===== config.mk =====
export PLATFORM = sky130hd
export DESIGN_NAME = binary_angle_atan2
export DESIGN_NICKNAME = d
export VERILOG_FILES = /design/src/rtl/bangle_pkg.sv /design/src/rtl/bangle_fold.sv /design/src/rtl/bangle_div.sv /design/src/rtl/bangle_poly.sv /design/src/rtl/binary_angle_atan2.sv
export SDC_FILE = /design/constraint.sdc
export NUM_CORES = 2
export LEC_CHECK = 0
export BUFFER_PORTS_ARGS = -buffer_cell sky130_fd_sc_hd__clkbuf_2
export CORE_MARGIN = 3
export CORE_UTILIZATION = 45
export CTS_CLUSTER_DIAMETER = 200
export DETAILED_ROUTE_END_ITERATION = 8
export PLACE_DENSITY = 0.63
export SYNTH_ARGS = -nofsm -noshare
export SYNTH_HDL_FRONTEND = slang
export SYNTH_HIERARCHICAL = 1
export SYNTH_SLANG_ARGS = --single-unit

===== constraint.sdc =====
create_clock -name aclk -period 10.95 [get_ports aclk]
set_input_delay 0.5475 -clock aclk [delete_from_list [all_inputs] [get_ports aclk]]
set_output_delay 0.5475 -clock aclk [all_outputs]
set_load 0.02 [all_outputs]

===== src/rtl/bangle_pkg.sv =====
// bangle_pkg: shared types and constants for the binary angle atan2 pipeline.
// No dependencies.
package bangle_pkg;

    localparam int Q_WIDTH     = 17;
    localparam int G_WIDTH     = 15;
    localparam int K_WIDTH     = 15;
    localparam int CORR_WIDTH  = 14;
    localparam int OCT_WIDTH   = 8;
    localparam int ANGLE_WIDTH = 10;

    localparam logic [Q_WIDTH-1:0]     T_ONE      = 17'h10000;
    localparam logic [K_WIDTH-1:0]     K_BASE     = 15'd16036;
    localparam logic [12:0]            K_SLOPE    = 13'd4345;
    localparam logic [7:0]             CORR_GAIN  = 8'd163;
    localparam logic [ANGLE_WIDTH-1:0] ANG_QUART  = 10'd256;
    localparam logic [ANGLE_WIDTH-1:0] ANG_HALF   = 10'd512;
    localparam logic [ANGLE_WIDTH-1:0] ANG_ZERO   = 10'd0;

    typedef struct packed {
        logic xneg;
        logic yneg;
        logic swap;
        logic zero;
    } bangle_meta_t;

endpackage


===== src/rtl/bangle_fold.sv =====
// bangle_fold: magnitudes, signs and ordering of the input vector; one register stage.
// Depends on bangle_pkg.
module bangle_fold #(
    parameter int COORD_WIDTH = 32
) (
    input  logic                         aclk,
    input  logic                         aresetn,
    input  logic                         in_valid,
    output logic                         in_ready,
    input  logic signed [COORD_WIDTH-1:0] vec_x,
    input  logic signed [COORD_WIDTH-1:0] vec_y,
    output logic                         out_valid,
    input  logic                         out_ready,
    output logic [COORD_WIDTH-1:0]       out_small,
    output logic [COORD_WIDTH-1:0]       out_large,
    output bangle_pkg::bangle_meta_t     out_meta
);

    logic                     valid_reg;
    logic [COORD_WIDTH-1:0]   small_reg;
    logic [COORD_WIDTH-1:0]   large_reg;
    bangle_pkg::bangle_meta_t meta_reg;

    logic [COORD_WIDTH-1:0]   mag_x;
    logic [COORD_WIDTH-1:0]   mag_y;
    logic                     swap;

    assign mag_x = vec_x[COORD_WIDTH-1] ? (~vec_x + 1'b1) : vec_x;
    assign mag_y = vec_y[COORD_WIDTH-1] ? (~vec_y + 1'b1) : vec_y;
    assign swap  = mag_y > mag_x;

    assign in_ready = !valid_reg || out_ready;

    always_ff @(posedge aclk) begin
        if (!aresetn) begin
            valid_reg <= 1'b0;
        end else if (in_ready) begin
            valid_reg <= in_valid;
        end
    end

    always_ff @(posedge aclk) begin
        if (in_ready && in_valid) begin
            small_reg     <= swap ? mag_x : mag_y;
            large_reg     <= swap ? mag_y : mag_x;
            meta_reg.xneg <= vec_x[COORD_WIDTH-1];
            meta_reg.yneg <= vec_y[COORD_WIDTH-1];
            meta_reg.swap <= swap;
            meta_reg.zero <= (mag_x == '0) && (mag_y == '0);
        end
    end

    assign out_valid = valid_reg;
    assign out_small = small_reg;
    assign out_large = large_reg;
    assign out_meta  = meta_reg;

endmodule


===== src/rtl/bangle_div.sv =====
// bangle_div: pipelined restoring divider, one quotient bit per stage, t = small*2^16/large.
// Depends on bangle_pkg.
module bangle_div #(
    parameter int MAG_WIDTH = 32
) (
    input  logic                          aclk,
    input  logic                          aresetn,
    input  logic                          in_valid,
    output logic                          in_ready,
    input  logic [MAG_WIDTH-1:0]          in_small,
    input  logic [MAG_WIDTH-1:0]          in_large,
    input  bangle_pkg::bangle_meta_t      in_meta,
    output logic                          out_valid,
    input  logic                          out_ready,
    output logic [bangle_pkg::Q_WIDTH-1:0] out_t,
    output bangle_pkg::bangle_meta_t      out_meta
);

    localparam int STEPS = bangle_pkg::Q_WIDTH;

    logic                           valid_reg [STEPS];
    logic [MAG_WIDTH-1:0]           rem_reg   [STEPS];
    logic [MAG_WIDTH-1:0]           large_reg [STEPS];
    logic [STEPS-1:0]               q_reg     [STEPS];
    bangle_pkg::bangle_meta_t       meta_reg  [STEPS];
    logic                           stg_ready [STEPS];

    genvar i;
    generate
        for (i = 0; i < STEPS; i++) begin : g_step
            logic                     stg_valid;
            logic [MAG_WIDTH-1:0]     stg_rem;
            logic [MAG_WIDTH-1:0]     stg_large;
            logic [STEPS-1:0]         stg_q;
            bangle_pkg::bangle_meta_t stg_meta;
            logic [MAG_WIDTH:0]       trial;
            logic                     qbit;
            logic [MAG_WIDTH:0]       diff;
            logic                     down_ready;

            if (i == 0) begin : g_first
                assign stg_valid = in_valid;
                assign stg_rem   = in_small;
                assign stg_large = in_large;
                assign stg_q     = '0;
                assign stg_meta  = in_meta;
                assign trial     = {1'b0, stg_rem};
            end else begin : g_rest
                assign stg_valid = valid_reg[i-1];
                assign stg_rem   = rem_reg[i-1];
                assign stg_large = large_reg[i-1];
                assign stg_q     = q_reg[i-1];
                assign stg_meta  = meta_reg[i-1];
                assign trial     = {stg_rem, 1'b0};
            end

            if (i == STEPS-1) begin : g_last
                assign down_ready = out_ready;
            end else begin : g_mid
                assign down_ready = stg_ready[i+1];
            end

            assign diff = trial - {1'b0, stg_large};
            assign qbit = trial >= {1'b0, stg_large};
            assign stg_ready[i] = !valid_reg[i] || down_ready;

            always_ff @(posedge aclk) begin
                if (!aresetn) begin
                    valid_reg[i] <= 1'b0;
                end else if (stg_ready[i]) begin
                    valid_reg[i] <= stg_valid;
                end
            end

            always_ff @(posedge aclk) begin
                if (stg_ready[i] && stg_valid) begin
                    rem_reg[i]   <= qbit ? diff[MAG_WIDTH-1:0] : trial[MAG_WIDTH-1:0];
                    large_reg[i] <= stg_large;
                    q_reg[i]     <= {stg_q[STEPS-2:0], qbit};
                    meta_reg[i]  <= stg_meta;
                end
            end
        end
    endgenerate

    assign in_ready  = stg_ready[0];
    assign out_valid = valid_reg[STEPS-1];
    assign out_t     = q_reg[STEPS-1];
    assign out_meta  = meta_reg[STEPS-1];

endmodule


===== src/rtl/bangle_poly.sv =====
// bangle_poly: Q16 polynomial octant arctangent and unfolding, four register stages.
// Depends on bangle_pkg.
module bangle_poly (
    input  logic                                 aclk,
    input  logic                                 aresetn,
    input  logic                                 in_valid,
    output logic                                 in_ready,
    input  logic [bangle_pkg::Q_WIDTH-1:0]       in_t,
    input  bangle_pkg::bangle_meta_t             in_meta,
    output logic                                 m_valid,
    input  logic                                 m_ready,
    output logic [bangle_pkg::ANGLE_WIDTH-1:0]   m_angle
);

    localparam int QW = bangle_pkg::Q_WIDTH;
    localparam int AW = bangle_pkg::ANGLE_WIDTH;

    logic                                valid_a_reg, valid_b_reg, valid_c_reg, valid_d_reg;
    logic                                ready_a, ready_b, ready_c, ready_d;

    logic [QW-1:0]                       t_a_reg, t_b_reg;
    logic [bangle_pkg::G_WIDTH-1:0]      g_a_reg;
    logic [bangle_pkg::K_WIDTH-1:0]      k_a_reg;
    logic [bangle_pkg::CORR_WIDTH-1:0]   corr_b_reg;
    logic [bangle_pkg::OCT_WIDTH-1:0]    u_c_reg;
    logic [AW-1:0]                       angle_reg;
    bangle_pkg::bangle_meta_t            meta_a_reg, meta_b_reg, meta_c_reg;

    logic [2*QW-1:0]                     prod_g;
    logic [29:0]                         prod_k;
    logic [29:0]                         prod_c;
    logic [23:0]                         sum_u;
    logic [AW-1:0]                       a0, a1, a2;

    assign ready_d  = !valid_d_reg || m_ready;
    assign ready_c  = !valid_c_reg || ready_d;
    assign ready_b  = !valid_b_reg || ready_c;
    assign ready_a  = !valid_a_reg || ready_b;
    assign in_ready = ready_a;

    assign prod_g = (2*QW)'(in_t) * (2*QW)'(bangle_pkg::T_ONE - in_t);
    assign prod_k = 30'(bangle_pkg::K_SLOPE) * 30'(in_t);
    assign prod_c = 30'(g_a_reg) * 30'(k_a_reg);
    assign sum_u  = (24'(t_b_reg) << 7) + 24'(bangle_pkg::CORR_GAIN) * 24'(corr_b_reg);

    assign a0 = meta_c_reg.swap ? (bangle_pkg::ANG_QUART - AW'(u_c_reg)) : AW'(u_c_reg);
    assign a1 = meta_c_reg.xneg ? (bangle_pkg::ANG_HALF - a0) : a0;
    assign a2 = meta_c_reg.yneg ? (bangle_pkg::ANG_ZERO - a1) : a1;

    always_ff @(posedge aclk) begin
        if (!aresetn) begin
            valid_a_reg <= 1'b0;
            valid_b_reg <= 1'b0;
            valid_c_reg <= 1'b0;
            valid_d_reg <= 1'b0;
        end else begin
            if (ready_a) begin
                valid_a_reg <= in_valid;
            end
            if (ready_b) begin
                valid_b_reg <= valid_a_reg;
            end
            if (ready_c) begin
                valid_c_reg <= valid_b_reg;
            end
            if (ready_d) begin
                valid_d_reg <= valid_c_reg;
            end
        end
    end

    always_ff @(posedge aclk) begin
        if (ready_a && in_valid) begin
            t_a_reg    <= in_t;
            g_a_reg    <= prod_g[16 +: bangle_pkg::G_WIDTH];
            k_a_reg    <= bangle_pkg::K_BASE + bangle_pkg::K_WIDTH'(prod_k[29:16]);
            meta_a_reg <= in_meta;
        end
        if (ready_b && valid_a_reg) begin
            t_b_reg    <= t_a_reg;
            corr_b_reg <= prod_c[16 +: bangle_pkg::CORR_WIDTH];
            meta_b_reg <= meta_a_reg;
        end
        if (ready_c && valid_b_reg) begin
            u_c_reg    <= sum_u[23:16];
            meta_c_reg <= meta_b_reg;
        end
        if (ready_d && valid_c_reg) begin
            angle_reg  <= meta_c_reg.zero ? bangle_pkg::ANG_ZERO : a2;
        end
    end

    assign m_valid = valid_d_reg;
    assign m_angle = angle_reg;

endmodule


===== src/rtl/binary_angle_atan2.sv =====
// binary_angle_atan2: top level, angle of a signed vector at 1024 units per turn.
// Depends on bangle_pkg, bangle_fold, bangle_div, bangle_poly.
//
//   channel  ports                      dir  payload
//   s_       s_valid s_ready            in   s_vec_x, s_vec_y (COORD_WIDTH, signed)
//   m_       m_valid m_ready            out  m_angle (10 bits, unsigned)
//
// One transfer per cycle while m_ready is high; fold, divider, polynomial in turn.
// Every stage has its own valid bit; ready of a stage is empty-or-downstream-ready,
// so bubbles close up and a stall holds each item in place.
// Synchronous active-low reset clears the valid bits only.
module binary_angle_atan2 #(
    parameter int COORD_WIDTH = 32
) (
    input  logic                          aclk,
    input  logic                          aresetn,
    input  logic                          s_valid,
    output logic                          s_ready,
    input  logic signed [COORD_WIDTH-1:0] s_vec_x,
    input  logic signed [COORD_WIDTH-1:0] s_vec_y,
    output logic                          m_valid,
    input  logic                          m_ready,
    output logic [9:0]                    m_angle
);

    logic                                 fold_valid, fold_ready;
    logic [COORD_WIDTH-1:0]               fold_small, fold_large;
    bangle_pkg::bangle_meta_t             fold_meta;
    logic                                 div_valid, div_ready;
    logic [bangle_pkg::Q_WIDTH-1:0]       div_t;
    bangle_pkg::bangle_meta_t             div_meta;

    bangle_fold #(.COORD_WIDTH(COORD_WIDTH)) u_fold (
        .aclk      (aclk),
        .aresetn   (aresetn),
        .in_valid  (s_valid),
        .in_ready  (s_ready),
        .vec_x     (s_vec_x),
        .vec_y     (s_vec_y),
        .out_valid (fold_valid),
        .out_ready (fold_ready),
        .out_small (fold_small),
        .out_large (fold_large),
        .out_meta  (fold_meta)
    );

    bangle_div #(.MAG_WIDTH(COORD_WIDTH)) u_div (
        .aclk      (aclk),
        .aresetn   (aresetn),
        .in_valid  (fold_valid),
        .in_ready  (fold_ready),
        .in_small  (fold_small),
        .in_large  (fold_large),
        .in_meta   (fold_meta),
        .out_valid (div_valid),
        .out_ready (div_ready),
        .out_t     (div_t),
        .out_meta  (div_meta)
    );

    bangle_poly u_poly (
        .aclk     (aclk),
        .aresetn  (aresetn),
        .in_valid (div_valid),
        .in_ready (div_ready),
        .in_t     (div_t),
        .in_meta  (div_meta),
        .m_valid  (m_valid),
        .m_ready  (m_ready),
        .m_angle  (m_angle)
    );

endmodule


Yosys cells after proc, flatten, opt, wreduce, memory -nomap -nowiden
Memories as Yosys holds them, arrays and structs flattened. A register that Yosys moved wholly into a read port is not among the register bits.
Cells that the tools add are included.
Cells by class
  add/sub/neg operators: 25
  multiply operators: 4
  $lt $le $gt $ge: 18
  multiplexer cells: 127
  bitwise logic cells: 19
  reduce and logical (&&, ||, !) cells: 69
Operator list (count)
  32-bit two-way mux: 21
  32-bit subtractor: 17
  33-bit by 32-bit greater-or-equal comparator with 1-bit output: 16
  1-bit two-way mux: 103
  32-bit by 1-bit adder with 32-bit output, second input constant: 2
  32-bit zero test: 2
  32-bit NOT: 2
  17-bit by 34-bit multiplier with 31-bit output: 1
  32-bit greater-or-equal comparator: 1
  32-bit > comparator: 1
  13-bit by 17-bit multiplier with 30-bit output, first input constant: 1
  15-bit by 15-bit multiplier with 30-bit output: 1
  10-bit two-way mux: 3
  24-bit by 22-bit adder with 24-bit output: 1
  1-bit logical AND: 23
  1-bit zero test: 22
  1-bit logical OR: 22
  8-bit by 14-bit multiplier with 22-bit output, first input constant: 1
  17-bit by 17-bit subtractor with 18-bit output, first input constant: 1
  1-bit bitwise OR: 17
  14-bit by 14-bit adder with 15-bit output, first input constant: 1
  1-bit by 10-bit subtractor with 10-bit output, first input constant: 1
  10-bit subtractor, first input constant: 1
  9-bit by 8-bit subtractor with 10-bit output, first input constant: 1
Storage, ports and cells
  register bits: 177
  memory bits (writable): 1462
  memories kept: 5
Memories
  u_div.large_reg: words 17, bits a word 32, rd ports 16, clocked after memory_dff 0, write ports 17, line bangle_div.sv:23  | logic [MAG_WIDTH-1:0] large_reg [STEPS];
  u_div.rem_reg: words 17, bits a word 32, rd ports 16, clocked after memory_dff 0, write ports 17, line bangle_div.sv:22  | logic [MAG_WIDTH-1:0] rem_reg [STEPS];
  u_div.q_reg: words 17, bits a word 17, rd ports 17, clocked after memory_dff 0, write ports 17, line bangle_div.sv:24  | logic [STEPS-1:0] q_reg [STEPS];
  u_div.meta_reg: words 17, bits a word 4, rd ports 17, clocked after memory_dff 1, write ports 17, line bangle_div.sv:25  | bangle_pkg::bangle_meta_t meta_reg [STEPS];
  u_div.valid_reg: words 17, bits a word 1, rd ports 17, clocked after memory_dff 0, write ports 17, line bangle_div.sv:21  | logic valid_reg [STEPS];

Logic depth before layout (Yosys ltp)
  depth in word-level cells: 26
  gate-level depth with buffers: 32

Modules after synthesis
The synthesis kept the hierarchy.
Modules (own cells, without submodules)
  bangle_div: times used 1, cells an instance 6437, area an instance 71866.4 µm², seq. area each 37886.3 µm²
  bangle_poly: times used 1, cells an instance 2665, area an instance 26287.7 µm², seq. area each 3323.2 µm²
  bangle_fold: times used 1, cells an instance 472, area an instance 5238.8 µm², seq. area each 2062.0 µm²

Worst setup path after synthesis
Ideal clock, no wire load.
  kind: input port to flip-flop
  start: input port m_ready
  end: memory u_div.valid_reg[8], data pin
  library setup time: 0.174 ns
  arrival: 7.947 ns
  required time: 10.776 ns
  setup slack: 2.829 ns
  stages on the path: 12
  path buffers: 2
  cells stage by stage: nor2b_1 and2_0 nand3_1 nor2b_1 and3_1 clkbuf_1 nand3_1 nor2_1 and3_1 clkbuf_1 a21boi_0 and2_1
RTL lines
  start: declaration: line binary_angle_atan2.sv:22  | input logic m_ready,
  end: declaration: line bangle_div.sv:21

==> results.json <==
{
  "synth_edf_count": 1437,
  "synth.net_count": 11120,
  "cts.clk_slew.worst_paths_ps": 60,
  "post_drt_wl_per_cell_um": 18.25,
  "grt_usage_pct": 19.81,
  "drv_slew": 0,
  "relSlewSlack_pct": 23.79,
  "num_io_pins": 80,
  "timing.final.crit_period_ps": 8674,
  "period_share_pct": 79.21,
  "cp-end-kind": "flip-flop",
  "num-fill-cells": 20240,
  "worstHoldPathType": "in -> reg",
  "ys_seq_area_share_pct": 41.85,
  "required_ps": 11500,
  "synth_most_common_cell": "edfxtp_1",
  "synth_flop_cell": "edfxtp_1",
  "synth.cell_area_um2": 103400,
  "synth_seq_cells": 1443,
  "rsz0062_at_grt": "false",
  "cts_tree": "yes",
  "synth.distinct_cells": 100,
  "drt_wl_total_um": 233600,
  "clock-sinks": 1443,
  "slowest_delay_ps": 750,
  "worstMarginPinSlew_ps": 1143,
  "outcome": "complete, no violations",
  "netlist.area_leader.share_pct": 41.74,
  "post-synth-top-area-cell": "edfxtp_1",
  "dp_cells": 12500,
  "reg2reg_from": "u_div/q_reg[4][1]",
  "yosysWarnings": 6,
  "fmax_mhz": 115.3,
  "min_to": "u_fold/out_valid",
  "synthArstFlopShare_pct": 0,
  "synthTopCellsByCount": "1437 x edfxtp_1, 1368 x inv_1, 967 x ha_1, 644 x nand2_1, 583 x a21oi_1",
  "start_kind": "flip-flop",
  "ctsResizeCount": 0,
  "clk_latency_ps": 830,
  "grt_overflow": 0,
  "multi_input_area_um2": 54260,
  "hold_depth": 3,
  "synth_area_leaders": "edfxtp_1 42%, ha_1 12%, fa_1 10%, inv_1 5.0%, a21oi_1 2.8%",
  "drtIter0Drc": 4531,
  "final_antenna_net_count": 0,
  "grt_pass1_vias": 70300,
  "cts_root_buf": "clkbuf_16",
  "worstSetupPathType": "reg -> reg",
  "io_buffers": 79,
  "critical_path_arrival_ps": 9220,
  "syn2layout_area_growth_pct": 8.932,
  "dieArea_um2": 235600,
  "cts_buffers": 160,
  "num_rows": 175,
  "grt_antenna_before_repair": 2,
  "rr_endpoint": "u_poly/g_a_reg[14]",
  "ir_drop_mv": 0.1719,
  "hold_viol": 0,
  "drt-pass1-iter-count": 6,
  "setup_viol": 0,
  "skew_ps": 44.77,
  "clock_path_buffers": 3,
  "grt_max_degree": 80,
  "drive_gt1_share_pct": 7.033,
  "dr_total_vias": 69250,
  "htreeDepth": 4,
  "register_area_um2": 43270,
  "reg2reg_slack_ps": 2280,
  "post-route-drc-count": 0,
  "maxCapViolCount": 0,
  "viasPerCell": 5.412,
  "crit_slowest_cell": "ha_1",
  "synthCells": 9574,
  "postCtsHoldBufs": 0,
  "postCtsSetupRepairBufs": 0,
  "hp-start": "s_valid",
  "final_nets": 11200,
  "initial_core_util_pct": 45.36,
  "reg2regPathDepth": 28,
  "stdcell_count": 12800,
  "dp_hpwl_um": 181600,
  "core_um2": 227900,
  "p_leak_uw": 0.04756,
  "path_max_fanout": 18,
  "tns_ps": 0,
  "syn_avg_cell_area_um2": 10.80,
  "powerDensity_nw_per_um2": 110.4,
  "die_w_um": 485.3,
  "die_h_um": 485.3,
  "grt_first_pass_wirelength_um": 378000,
  "cpMostUsedCell": "fa_1",
  "gp_congestion": 0.9261
}
-- logic make-up after synthesis --
logic type | after synthesis | synth area share [%]
buffers and inverters | 1601 | 5.899
flip-flops | 1443 | 41.85
multiplexers | 284 | 3.066
AO/OA/AOI/OAI | 1958 | 12.13
XOR/XNOR | 560 | 4.744
adder cells (fa/ha/maj) | 1481 | 21.65
AND/OR/NAND/NOR | 2247 | 10.66
-- where the power goes --
group	switching, µW	leakage (µW)	total (µW)	internal (µW)
logic	518	0.0319	899	381
registers	47.3	0.0131	6180	6130
clock network	2270	0.00258	5360	3090
total	2830	0.0476	12400	9600
-- worst max-delay path, delay by kind of cell (launching register included) --
family | cells | cell delay [ps]
AOI/OAI and AO/OA | 5 | 1340
xor gates and xnor gates | 1 | 120
adders and majority gates | 9 | 4470
buffers and inverters | 6 | 880
DFF | 1 | 320
and+or+nand+nor | 7 | 1260
-- cell type report --
class / instances / share of cell area [%]
multi-input cells: 6530 / 48.18
flip-flops and latches: 1443 / 38.42
inverters: 1372 / 4.573
clock buffers: 192 / 3.680
well taps: 3009 / 3.343
clock inverters: 105 / 1.036
repair buffers: 141 / 0.7643
diodes: 3 / 0.006665
-- worst max-delay path by stage --
stage                      start                  to  slack [ps]
6_report       u_div/q_reg[4][1]  u_poly/g_a_reg[14]        2280
5_1_grt        u_div/q_reg[4][1]  u_poly/g_a_reg[14]        2000
4_1_cts        u_div/q_reg[4][1]  u_poly/g_a_reg[14]        2310
3_5_place_dp   u_div/q_reg[4][1]  u_poly/g_a_reg[14]        2330
3_3_place_gp   u_div/q_reg[4][1]  u_poly/g_a_reg[14]        2440
2_1_floorplan            m_ready  u_div/valid_reg[8]        2830
-- layout by cell type (no fill, tap or decap), types with 54 or more instances in the layout --
cell type and instances:
nor3_1 95, mux2i_1 82, o21a_1 91, nand2b_1 221, edfxtp_1 1437, xnor2_1 310
inv_1 1368, ha_1 967, o21ai_0 444, a211oi_1 54, buf_4 62, a21o_1 293
fa_1 514, nor2_1 533, o21bai_1 62, nand4_1 99, and3_1 65, clkbuf_2 79
nand2_1 644, a21oi_1 581, mux2_2 176, clkbuf_16 161, o31ai_1 65, nand3_1 133
nor2b_1 111, and2_1 138, xor2_1 250
-- stage by stage --
stage | power (µW) | setup WS (ps) | hold WS, ps | area, µm² | utilization, %
3_5_place_dp | 7181 | 2329 | 404.5 | 107300 | 47.08
6_report | 12440 | 2276 | 195.3 | 112600 | 49.41
4_1_cts | 12610 | 2309 | 120.7 | 112600 | 49.41
5_1_grt | 12960 | 2002 | 157.8 | 112600 | 49.41
3_3_place_gp | 7158 | 2439 | 401.4 | 107300 | 47.08
2_1_floorplan | 6964 | 2829 | 400.3 | 103400 | -
-- routing by layer --
layer / vias to the layer above / GRT usage (%) / part of all wire [%]
li1: 33620 / - / -
met1: 33890 / 25.74 / 44
met2: 1380 / 35.04 / 50
met3: 356 / 2.200 / 3.6
met4: 0 / 5.369 / 2.5
met5: - / 0 / 0
(Power assumes the default switching activity.)
